[src/rtl/cplr_pkg.sv]
package cplr_pkg;

    // One input item.
    typedef struct packed {
        logic [1:0] kind;
        logic [7:0] data_byte;
        logic       tx_end;
    } t_in;

    // One result item.
    typedef struct packed {
        logic [1:0] dest;
        logic [7:0] out_byte;
        logic       run_last;
        logic       error_event;
        logic       frame_accepted;
        logic       no_packet;
    } t_out;

    // Item kinds.
    localparam logic [1:0] KIND_RX   = 2'd0;
    localparam logic [1:0] KIND_READ = 2'd1;
    localparam logic [1:0] KIND_TX   = 2'd2;

    // Result destinations.
    localparam logic [1:0] DEST_STATUS = 2'd0;
    localparam logic [1:0] DEST_LINK   = 2'd1;
    localparam logic [1:0] DEST_APP    = 2'd2;

    // Receive framing phases.
    localparam logic [1:0] PH_CMD   = 2'd0;
    localparam logic [1:0] PH_LEN   = 2'd1;
    localparam logic [1:0] PH_DATA  = 2'd2;
    localparam logic [1:0] PH_CHECK = 2'd3;

    // Configuration register indexes.
    localparam logic CFG_ACK_CODE  = 1'b0;
    localparam logic CFG_RETX_CODE = 1'b1;

    localparam logic [7:0] CRC_POLY = 8'h07;

    // CRC-8 of one byte from a zero register: eight shift steps.
    function automatic logic [7:0] crc8(input logic [7:0] x);
        logic [7:0] r;
        r = x;
        for (int k = 0; k < 8; k++) begin
            r = r[7] ? ({r[6:0], 1'b0} ^ CRC_POLY) : {r[6:0], 1'b0};
        end
        return r;
    endfunction

endpackage

[src/rtl/cplr_ram.sv]
module cplr_ram #(
    parameter int WIDTH = 8,
    parameter int DEPTH = 64
) (
    input  logic                     i_clk,
    input  logic                     i_we,
    input  logic [$clog2(DEPTH)-1:0] i_waddr,
    input  logic [WIDTH-1:0]         i_wdata,
    input  logic [$clog2(DEPTH)-1:0] i_raddr,
    output logic [WIDTH-1:0]         o_rdata
);

    logic [WIDTH-1:0] r_mem [DEPTH];
    logic [WIDTH-1:0] r_rdata;

    // One write port and one registered read port.
    always_ff @(posedge i_clk) begin
        if (i_we) begin
            r_mem[i_waddr] <= i_wdata;
        end
        r_rdata <= r_mem[i_raddr];
    end

    assign o_rdata = r_rdata;

endmodule

[src/rtl/crc8_packet_link_receiver.sv]
// Link bytes that do not close a frame, and kind 3 items, finish in the accept cycle.
// Single results (link byte, status) appear in the cycle after the item is accepted.
// Sent packets give one result per cycle (3 or 4 results) through the shared CRC unit.
// Ring reads and retransmits alternate a fetch state and an emit state per byte from the registered RAM port.
// Results cannot be stalled; busy is high while a multi-result run is being emitted.
// Synchronous active-low reset; the ring and last-packet memories are not cleared.
module crc8_packet_link_receiver #(
    parameter int MAX_PAYLOAD = 32,
    parameter int RING_SLOTS  = 4
) (
    input  logic            i_clk,
    input  logic            i_rst_n,
    input  logic            i_start,
    output logic            o_busy,
    input  cplr_pkg::t_in   i_item,
    output logic            o_strobe,
    output cplr_pkg::t_out  o_result,
    input  logic            i_cfg_we,
    input  logic            i_cfg_idx,
    input  logic [7:0]      i_cfg_data
);
    import cplr_pkg::*;

    localparam int SLOT_BYTES = MAX_PAYLOAD + 3;
    localparam int RING_DEPTH = RING_SLOTS * SLOT_BYTES;
    localparam int RAW = $clog2(RING_DEPTH);
    localparam int LAW = $clog2(SLOT_BYTES);
    localparam int IW  = $clog2(SLOT_BYTES + 1);
    localparam int LW  = $clog2(MAX_PAYLOAD + 1);
    localparam int SW  = (RING_SLOTS > 2) ? $clog2(RING_SLOTS) : 1;

    localparam logic [1:0] S_IDLE  = 2'd0;
    localparam logic [1:0] S_SHORT = 2'd1;
    localparam logic [1:0] S_FETCH = 2'd2;
    localparam logic [1:0] S_EMIT  = 2'd3;

    logic [1:0]    r_state, n_state;
    logic [1:0]    r_phase, n_phase;
    logic [LW-1:0] r_pcount, n_pcount;
    logic [7:0]    r_fcmd, n_fcmd;
    logic [LW-1:0] r_flen, n_flen;
    logic [7:0]    r_hcrc, n_hcrc;
    logic [7:0]    r_pcrc, n_pcrc;
    logic [SW-1:0] r_wslot, n_wslot;
    logic [SW-1:0] r_rslot, n_rslot;
    logic [IW-1:0] r_last_len, n_last_len;
    logic [IW-1:0] r_tx_count, n_tx_count;
    logic [7:0]    r_ack_code, n_ack_code;
    logic [7:0]    r_retx_code, n_retx_code;
    logic [7:0]    r_sh_cmd, n_sh_cmd;
    logic          r_sh_len1, n_sh_len1;
    logic [7:0]    r_sh_pay, n_sh_pay;
    logic [7:0]    r_sck, n_sck;
    logic          r_err, n_err;
    logic          r_acc, n_acc;
    logic          r_src_last, n_src_last;
    logic [IW-1:0] r_idx, n_idx;
    logic [IW-1:0] r_cnt, n_cnt;
    logic [RAW-1:0] r_base, n_base;
    logic          r_strobe, n_strobe;
    t_out          r_out, n_out;

    logic           w_accept;
    logic [7:0]     w_b;
    logic [7:0]     w_crc_in, w_crc_out;
    logic [RAW-1:0] w_wbase;
    logic [SW-1:0]  w_wnext;
    logic [7:0]     w_sh_byte;
    logic           w_sh_last;
    logic           w_ring_we;
    logic [RAW-1:0] w_ring_waddr, w_ring_raddr;
    logic [7:0]     w_ring_wdata, w_ring_q;
    logic           w_last_we;
    logic [LAW-1:0] w_last_waddr;
    logic [7:0]     w_last_wdata, w_last_q;
    logic [IW-1:0]  w_tx_next;
    logic [LW-1:0]  w_pcount_inc;
    logic [7:0]     w_emit_byte;
    logic [LW-1:0]  w_rlen;

    assign o_busy   = (r_state != S_IDLE);
    assign w_accept = i_start && !o_busy;
    assign w_b      = i_item.data_byte;

    // Ring slot arithmetic.
    assign w_wbase = RAW'(RAW'(r_wslot) * RAW'(SLOT_BYTES));
    assign w_wnext = (32'(r_wslot) == RING_SLOTS - 1) ? '0 : SW'(r_wslot + 1'b1);

    // Byte of the short packet being sent.
    always_comb begin
        w_sh_byte = r_sck;
        w_sh_last = 1'b0;
        case (r_idx)
            IW'(0): w_sh_byte = r_sh_cmd;
            IW'(1): w_sh_byte = {7'd0, r_sh_len1};
            IW'(2): begin
                w_sh_byte = r_sh_len1 ? r_sh_pay : r_sck;
                w_sh_last = !r_sh_len1;
            end
            default: w_sh_last = 1'b1;
        endcase
    end

    // Shared CRC unit: received bytes while idle, sent bytes in a short packet.
    always_comb begin
        if (r_state == S_SHORT) begin
            w_crc_in = w_sh_byte;
        end else if (r_phase == PH_DATA) begin
            w_crc_in = r_pcrc ^ w_b;
        end else begin
            w_crc_in = w_b;
        end
    end
    assign w_crc_out = crc8(w_crc_in);

    assign w_tx_next    = (r_tx_count < IW'(SLOT_BYTES)) ? IW'(r_tx_count + 1'b1) : r_tx_count;
    assign w_pcount_inc = (r_pcount < r_flen) ? LW'(r_pcount + 1'b1) : r_pcount;
    assign w_emit_byte  = r_src_last ? w_last_q : w_ring_q;
    assign w_rlen = (w_ring_q > 8'(MAX_PAYLOAD)) ? LW'(MAX_PAYLOAD) : w_ring_q[LW-1:0];
    assign w_ring_raddr = RAW'(r_base + RAW'(r_idx));

    // Sequencer and datapath next-state logic.
    always_comb begin
        n_state = r_state;       n_phase = r_phase;       n_pcount = r_pcount;
        n_fcmd = r_fcmd;         n_flen = r_flen;         n_hcrc = r_hcrc;
        n_pcrc = r_pcrc;         n_wslot = r_wslot;       n_rslot = r_rslot;
        n_last_len = r_last_len; n_tx_count = r_tx_count;
        n_ack_code = r_ack_code; n_retx_code = r_retx_code;
        n_sh_cmd = r_sh_cmd;     n_sh_len1 = r_sh_len1;   n_sh_pay = r_sh_pay;
        n_sck = r_sck;           n_err = r_err;           n_acc = r_acc;
        n_src_last = r_src_last; n_idx = r_idx;           n_cnt = r_cnt;
        n_base = r_base;
        n_strobe = 1'b0;
        n_out = '0;
        w_ring_we = 1'b0;
        w_ring_waddr = w_wbase;
        w_ring_wdata = w_b;
        w_last_we = 1'b0;
        w_last_waddr = r_idx[LAW-1:0];
        w_last_wdata = w_sh_byte;

        // Register writes.
        if (i_cfg_we) begin
            unique case (i_cfg_idx)
                CFG_ACK_CODE:  n_ack_code = i_cfg_data;
                CFG_RETX_CODE: n_retx_code = i_cfg_data;
            endcase
        end

        unique case (r_state)
            S_IDLE: begin
                if (w_accept) begin
                    case (i_item.kind)
                        KIND_RX: begin
                            unique case (r_phase)
                                PH_CMD: begin
                                    n_fcmd = w_b;
                                    n_hcrc = w_crc_out;
                                    w_ring_we = 1'b1;
                                    n_phase = PH_LEN;
                                end
                                PH_LEN: begin
                                    if (w_b > 8'(MAX_PAYLOAD)) begin
                                        n_phase = PH_CMD;
                                    end else begin
                                        n_flen = w_b[LW-1:0];
                                        n_pcount = '0;
                                        n_pcrc = '0;
                                        n_hcrc = r_hcrc ^ w_crc_out;
                                        w_ring_we = 1'b1;
                                        w_ring_waddr = RAW'(w_wbase + RAW'(1));
                                        n_phase = (w_b != 8'd0) ? PH_DATA : PH_CHECK;
                                    end
                                end
                                PH_DATA: begin
                                    if (r_pcount < r_flen) begin
                                        w_ring_we = 1'b1;
                                        w_ring_waddr = RAW'(w_wbase + RAW'(r_pcount) + RAW'(2));
                                        n_pcrc = w_crc_out;
                                    end
                                    n_pcount = w_pcount_inc;
                                    if (w_pcount_inc >= r_flen) begin
                                        n_phase = PH_CHECK;
                                    end
                                end
                                PH_CHECK: begin
                                    n_phase = PH_CMD;
                                    if ((r_hcrc ^ r_pcrc) != w_b) begin
                                        // Bad check: ask for a retransmit.
                                        n_sh_cmd = r_retx_code;
                                        n_sh_len1 = 1'b0;
                                        n_sck = '0;
                                        n_idx = '0;
                                        n_err = 1'b1;
                                        n_acc = 1'b0;
                                        n_state = S_SHORT;
                                    end else if (r_fcmd == r_retx_code) begin
                                        // Replay the last packet sent.
                                        n_tx_count = '0;
                                        if (r_last_len == '0) begin
                                            n_strobe = 1'b1;
                                            n_out.run_last = 1'b1;
                                        end else begin
                                            n_src_last = 1'b1;
                                            n_idx = '0;
                                            n_cnt = r_last_len;
                                            n_state = S_FETCH;
                                        end
                                    end else if (w_wnext == r_rslot) begin
                                        // Ring full.
                                        n_strobe = 1'b1;
                                        n_out.run_last = 1'b1;
                                        n_out.error_event = 1'b1;
                                    end else begin
                                        // Store the check byte and acknowledge.
                                        w_ring_we = 1'b1;
                                        w_ring_waddr = RAW'(w_wbase + RAW'(r_flen) + RAW'(2));
                                        n_wslot = w_wnext;
                                        n_sh_cmd = r_ack_code;
                                        n_sh_len1 = 1'b1;
                                        n_sh_pay = r_fcmd;
                                        n_sck = '0;
                                        n_idx = '0;
                                        n_err = 1'b0;
                                        n_acc = 1'b1;
                                        n_state = S_SHORT;
                                    end
                                end
                            endcase
                        end
                        KIND_READ: begin
                            if (r_rslot == r_wslot) begin
                                n_strobe = 1'b1;
                                n_out.run_last = 1'b1;
                                n_out.no_packet = 1'b1;
                            end else begin
                                n_src_last = 1'b0;
                                n_base = RAW'(RAW'(r_rslot) * RAW'(SLOT_BYTES));
                                n_idx = '0;
                                n_cnt = IW'(SLOT_BYTES);
                                n_rslot = (32'(r_rslot) == RING_SLOTS - 1) ? '0
                                        : SW'(r_rslot + 1'b1);
                                n_state = S_FETCH;
                            end
                        end
                        KIND_TX: begin
                            n_strobe = 1'b1;
                            n_out.dest = DEST_LINK;
                            n_out.out_byte = w_b;
                            n_out.run_last = 1'b1;
                            if (r_tx_count < IW'(SLOT_BYTES)) begin
                                w_last_we = 1'b1;
                                w_last_waddr = r_tx_count[LAW-1:0];
                                w_last_wdata = w_b;
                            end
                            n_last_len = w_tx_next;
                            n_tx_count = i_item.tx_end ? '0 : w_tx_next;
                        end
                        default: begin
                        end
                    endcase
                end
            end
            S_SHORT: begin
                // One packet byte per cycle, recorded as the last packet sent.
                n_strobe = 1'b1;
                n_out.dest = DEST_LINK;
                n_out.out_byte = w_sh_byte;
                n_sck = r_sck ^ w_crc_out;
                w_last_we = 1'b1;
                n_idx = IW'(r_idx + 1'b1);
                if (w_sh_last) begin
                    n_out.run_last = 1'b1;
                    n_out.error_event = r_err;
                    n_out.frame_accepted = r_acc;
                    n_last_len = IW'(r_idx + 1'b1);
                    n_tx_count = '0;
                    n_state = S_IDLE;
                end
            end
            S_FETCH: begin
                n_state = S_EMIT;
            end
            S_EMIT: begin
                // Stream one stored byte; a ring frame's length sets the count.
                n_strobe = 1'b1;
                n_out.dest = r_src_last ? DEST_LINK : DEST_APP;
                n_out.out_byte = w_emit_byte;
                if (!r_src_last && r_idx == IW'(1)) begin
                    n_cnt = IW'(IW'(w_rlen) + IW'(3));
                end
                if (r_idx == IW'(r_cnt - 1'b1)) begin
                    n_out.run_last = 1'b1;
                    n_state = S_IDLE;
                end else begin
                    n_idx = IW'(r_idx + 1'b1);
                    n_state = S_FETCH;
                end
            end
        endcase
    end

    always_ff @(posedge i_clk) begin
        if (!i_rst_n) begin
            r_state <= S_IDLE;     r_phase <= PH_CMD;    r_pcount <= '0;
            r_fcmd <= '0;          r_flen <= '0;         r_hcrc <= '0;
            r_pcrc <= '0;          r_wslot <= '0;        r_rslot <= '0;
            r_last_len <= '0;      r_tx_count <= '0;
            r_ack_code <= 8'd6;    r_retx_code <= 8'd21;
            r_strobe <= 1'b0;
        end else begin
            r_state <= n_state;       r_phase <= n_phase;       r_pcount <= n_pcount;
            r_fcmd <= n_fcmd;         r_flen <= n_flen;         r_hcrc <= n_hcrc;
            r_pcrc <= n_pcrc;         r_wslot <= n_wslot;       r_rslot <= n_rslot;
            r_last_len <= n_last_len; r_tx_count <= n_tx_count;
            r_ack_code <= n_ack_code; r_retx_code <= n_retx_code;
            r_strobe <= n_strobe;
        end
    end

    // Sequencer payload registers.
    always_ff @(posedge i_clk) begin
        r_sh_cmd <= n_sh_cmd;     r_sh_len1 <= n_sh_len1;   r_sh_pay <= n_sh_pay;
        r_sck <= n_sck;           r_err <= n_err;           r_acc <= n_acc;
        r_src_last <= n_src_last; r_idx <= n_idx;           r_cnt <= n_cnt;
        r_base <= n_base;         r_out <= n_out;
    end

    assign o_strobe = r_strobe;
    assign o_result = r_out;

    // Frame ring.
    cplr_ram #(.WIDTH(8), .DEPTH(RING_DEPTH)) u_ring (
        .i_clk   (i_clk),
        .i_we    (w_ring_we),
        .i_waddr (w_ring_waddr),
        .i_wdata (w_ring_wdata),
        .i_raddr (w_ring_raddr),
        .o_rdata (w_ring_q)
    );

    // Last packet sent.
    cplr_ram #(.WIDTH(8), .DEPTH(SLOT_BYTES)) u_last (
        .i_clk   (i_clk),
        .i_we    (w_last_we),
        .i_waddr (w_last_waddr),
        .i_wdata (w_last_wdata),
        .i_raddr (r_idx[LAW-1:0]),
        .o_rdata (w_last_q)
    );

endmodule
[config.mk]
export PLATFORM = sky130hd
export DESIGN_NAME = crc8_packet_link_receiver
export DESIGN_NICKNAME = d
export VERILOG_FILES = /design/src/rtl/cplr_pkg.sv /design/src/rtl/cplr_ram.sv /design/src/rtl/crc8_packet_link_receiver.sv
export SDC_FILE = /design/constraint.sdc
export NUM_CORES = 2
export LEC_CHECK = 0
export BUFFER_PORTS_ARGS = -buffer_cell sky130_fd_sc_hd__buf_2
export CAP_MARGIN = 20
export CORE_ASPECT_RATIO = 2
export CORE_MARGIN = 4
export CORE_UTILIZATION = 55
export CTS_CLUSTER_SIZE = 24
export DETAILED_ROUTE_END_ITERATION = 6
export PLACE_DENSITY = 0.71
export SETUP_SLACK_MARGIN = 0.4
export SLEW_MARGIN = 30
export SYNTH_ARGS = -nofsm -noshare
export SYNTH_HDL_FRONTEND = slang
export SYNTH_SLANG_ARGS = --single-unit
export TNS_END_PERCENT = 100
[constraint.sdc]
create_clock -name i_clk -period 11.2 [get_ports i_clk]
set_input_delay 1.12 -clock i_clk [delete_from_list [all_inputs] [get_ports i_clk]]
set_output_delay 1.12 -clock i_clk [all_outputs]
set_load 0.01 [all_outputs]
==> results.txt <==
Status: finished clean
Fin crit share: 0.512
I/O pin cnt: 40
Clock skew: 0.0520 ns
TritonCTS clock tree: built
Clock latency on the worst-skew pair: 0.77 ns
Detailed Route Iter0 Violations: 3441
Worst r2r path cells: 11
Vias in the first global route: 33.5k
Wire per inst: 32.0 um
Reg2Reg Capture Point: u_ring.r_mem[115][1]
Static Leakage: 21.7 nW
Reg2reg start: r_wslot[0]
Share of cells above drive strength 1: 0.228
First-pass GRT wire length: 232000 um
DIE HEIGHT: 487 um
# rows: 175
Global route overflow: 0
CTS Buf Count: 121
Port Buffers: 39
Post-synth EDFFs: 1444
RSZ-0062 raised after global routing: false
Via count: 32.3k
Number of max-cap violations: 0
Setup_tns: 0 ns
Routed wire length: 159000 um
Area Growth Syn to Fin: 10.3%
Routability congestion estimate: 0.924
Core Footprint: 0.114 mm^2
Slew of the pin with the lowest slew margin: 0.998 ns
Crit Path Max Fanout: 17
Storage element area: 0.0454 mm^2
Hold_buf cts: 0
Crit path max-delay cell type: a22oi_1
Syn Area/Cell: 19.1 um^2
Die width: 247 um
PwrDens: 158 mW/mm^2
CTS Buffer Depth: 3
Remaining DRCs: 0
Post-synthesis cell type count: 86
Multi-input logic area: 0.0169 mm^2
Max-Slew Margin vs Limit: 0.335
Fin nets: 3437
Most used flip-flop cell after synthesis: edfxtp_1
Antenna Nets Post-Route: 0
Fin. max-slew vios: 0
Seq/Total Area, Yosys: 0.721
Syn. warnings: 0
WHS Path Cells: 0
Req. time, crit path: 11.59 ns
# fillers: 7715
Mapped Cells: 3291
Worst Path Arrival: 6.13 ns
TritonRoute pass-1 iters: 6
Antenna violations before repair: 15
Critical path type: register to register
Postcts setup bufs: 0
Clk slew on worst S/H paths: 0.07 ns
Overall routing resource usage: 0.268
DP HPWL: 106000 um
Hold path startpoint: r_fcmd[2]
Hold WC Path Type: register to register
Largest net degree at the start of global routing: 171
Crit-path cells: inv_1 > ha_1 > xor2_1 > ha_1 > inv_1 > fa_1 > o221ai_1 > a22oi_1 > nand4_1 > buf_4 > nor2_1
Power after layout: 11.0 mW
Flop2flop setup slack: 5.46 ns
Crit end category: register
CP peak stage delay: 0.77 ns
Die ar.: 0.120 mm^2
Period minus WS final: 5.74 ns
CP Launch Type: register
Endpoints failing setup: 0
CTS H-tree lvls: 3
VDD IR max: 0.125 mV
Yosys reg bits: 1547
CTS resizes: 0
Root buf cell: clkbuf_16
Syn Nets: 3369
End of the worst hold path: r_sh_pay[2]
Starting density of the core: 0.554
Final Hold Fails: 0
DR vias/cell: 6.49
Clock sinks: 1547
Mapped Area: 0.0630 mm^2
Fmax: 174 MHz
FFs w/ async S/R, synth: 0
## layout make-up
class | count | share of cell area
antenna | 10 | 0.000360
tap | 1504 | 0.0271
clock inverter | 96 | 0.0158
inverter | 29 | 0.00157
multi-input combinational | 1541 | 0.243
clock buffer | 134 | 0.0443
sequential | 1547 | 0.654
timing repair buffer | 119 | 0.0139
## how the worst max path moves through the flow
stage,start,endpoint,slack (ns)
after global routing,r_wslot[0],u_ring.r_mem[31][7],5.28
after floorplan,r_wslot[0],u_ring.r_mem[68][0],6.77
final,r_wslot[0],u_ring.r_mem[115][1],5.46
after detailed placement,i_item[6],u_ring.r_mem[3][6],4.86
after global placement,i_item[2],u_ring.r_mem[41][3],4.58
after CTS,r_idx[1],u_ring.o_rdata[4],5.53
## cell usage after synthesis, drive strengths merged (10+ instances only)
cell    instances  share of area
mux4          431           0.15
o22ai          11         0.0011
xor2           39         0.0055
a211o          12         0.0017
a211oi         12         0.0015
nand3          56         0.0045
nor2b          18         0.0018
a21oi          44         0.0035
buf            52         0.0037
nand4b         13         0.0018
inv            28         0.0017
mux2i          62         0.0099
nor3           17         0.0014
a21o           12         0.0014
nor2          265          0.016
o31ai          12         0.0014
a31oi          14         0.0015
nand4          19         0.0019
o21ai          52         0.0042
a21boi         27         0.0032
and2           14         0.0014
nand2b         11         0.0011
clkbuf        122         0.0073
dfxtp         103          0.033
xnor2          40         0.0057
edfxtp       1444           0.69
ha             51          0.010
nand2         174          0.010
xnor3          10         0.0036
and3b          10         0.0014
## layer usage
metal | part of all wire | GRT usage | up-vias
met3 | 0.065 | 0.0416 | 465
met2 | 0.54 | 0.479 | 1653
met4 | 0.077 | 0.167 | 8
met1 | 0.32 | 0.299 | 16700
met5 | 0.00032 | 0 | -
li1 | - | - | 13500
## registers in the layout (all words and copies together) (netlist names), 5 cells and up, named ones only
signal,flops
u_ring.r_mem,1120
u_last.r_mem,280
o_result,14
r_ack_code,8
r_fcmd,8
r_hcrc,8
r_pcrc,8
r_retx_code,8
r_sck,8
r_sh_cmd,8
r_sh_pay,8
u_last.o_rdata,8
u_ring.o_rdata,8
r_cnt,6
r_flen,6
r_idx,6
r_last_len,6
r_pcount,6
r_tx_count,6
r_base,5
## kinds of logic (layout without fill, tap and decap cells)
family,Yosys count,after routing,synth area share
buffers and inverters,203,378,0.0127
xor gates and xnor gates,90,90,0.0152
and+or+nand+nor,639,639,0.0462
other,0,10,0
AOI/OAI and AO/OA,259,259,0.0285
muxes,499,499,0.165
DFF,1547,1547,0.721
adders and majority gates,54,54,0.0111
## cells in the final DEF, fill, tap and decap left out, types with 11 or more instances in the layout
master,n
edfxtp_1,1444
mux4_2,431
nor2_1,264
nand2_1,172
clkbuf_16,121
dfxtp_1,103
buf_4,74
mux2i_1,62
nand3_1,56
ha_1,50
o21ai_0,44
a21oi_1,38
xnor2_1,37
xor2_1,36
buf_2,31
inv_1,27
a21boi_0,26
clkinv_1,21
clkinv_2,21
nand4_1,19
nor2b_1,18
nor3_1,16
bufinv_16,16
and2_1,13
nand4b_1,13
clkbuf_1,13
clkinv_4,13
a21o_1,12
a211o_1,12
nand2b_1,11
a211oi_1,11
o31ai_1,11
o22ai_1,11
a31oi_1,11
## worst max-delay path: cells and delay by family, from the launching register on
family | cells | cell delay [ns]
XOR/XNOR | 1 | 0.23
adder cells (fa/ha/maj) | 3 | 1.45
AO/OA/AOI/OAI | 2 | 0.95
buffers and inverters | 3 | 0.77
AND/OR/NAND/NOR | 2 | 1.26
flip-flops | 1 | 0.73
## stage by stage
| step | std cells | util | worst slack [ns] | cell area, um^2 | hold slack, ns |
|---|---|---|---|---|---|
| finish | 4980 | 0.611 | 5.46 | 69400 | 0.483 |
| floorplan | 3291 | - | 6.77 | 63000 | 0.433 |
| CTS | 4966 | 0.610 | 5.53 | 69300 | 0.490 |
| global placement | 4726 | 0.572 | 4.58 | 65000 | 0.465 |
| global route | 4979 | 0.611 | 5.28 | 69400 | 0.509 |
| detailed placement | 4736 | 0.573 | 4.86 | 65100 | 0.474 |
## power breakdown
part / switching [mW] / internal (mW) / total [mW]
Combinational: 0.151 / 0.0422 / 0.193
Sequential: 0.00712 / 6.31 / 6.31
Clock: 2.07 / 2.39 / 4.47
(Power assumes the default switching activity.)
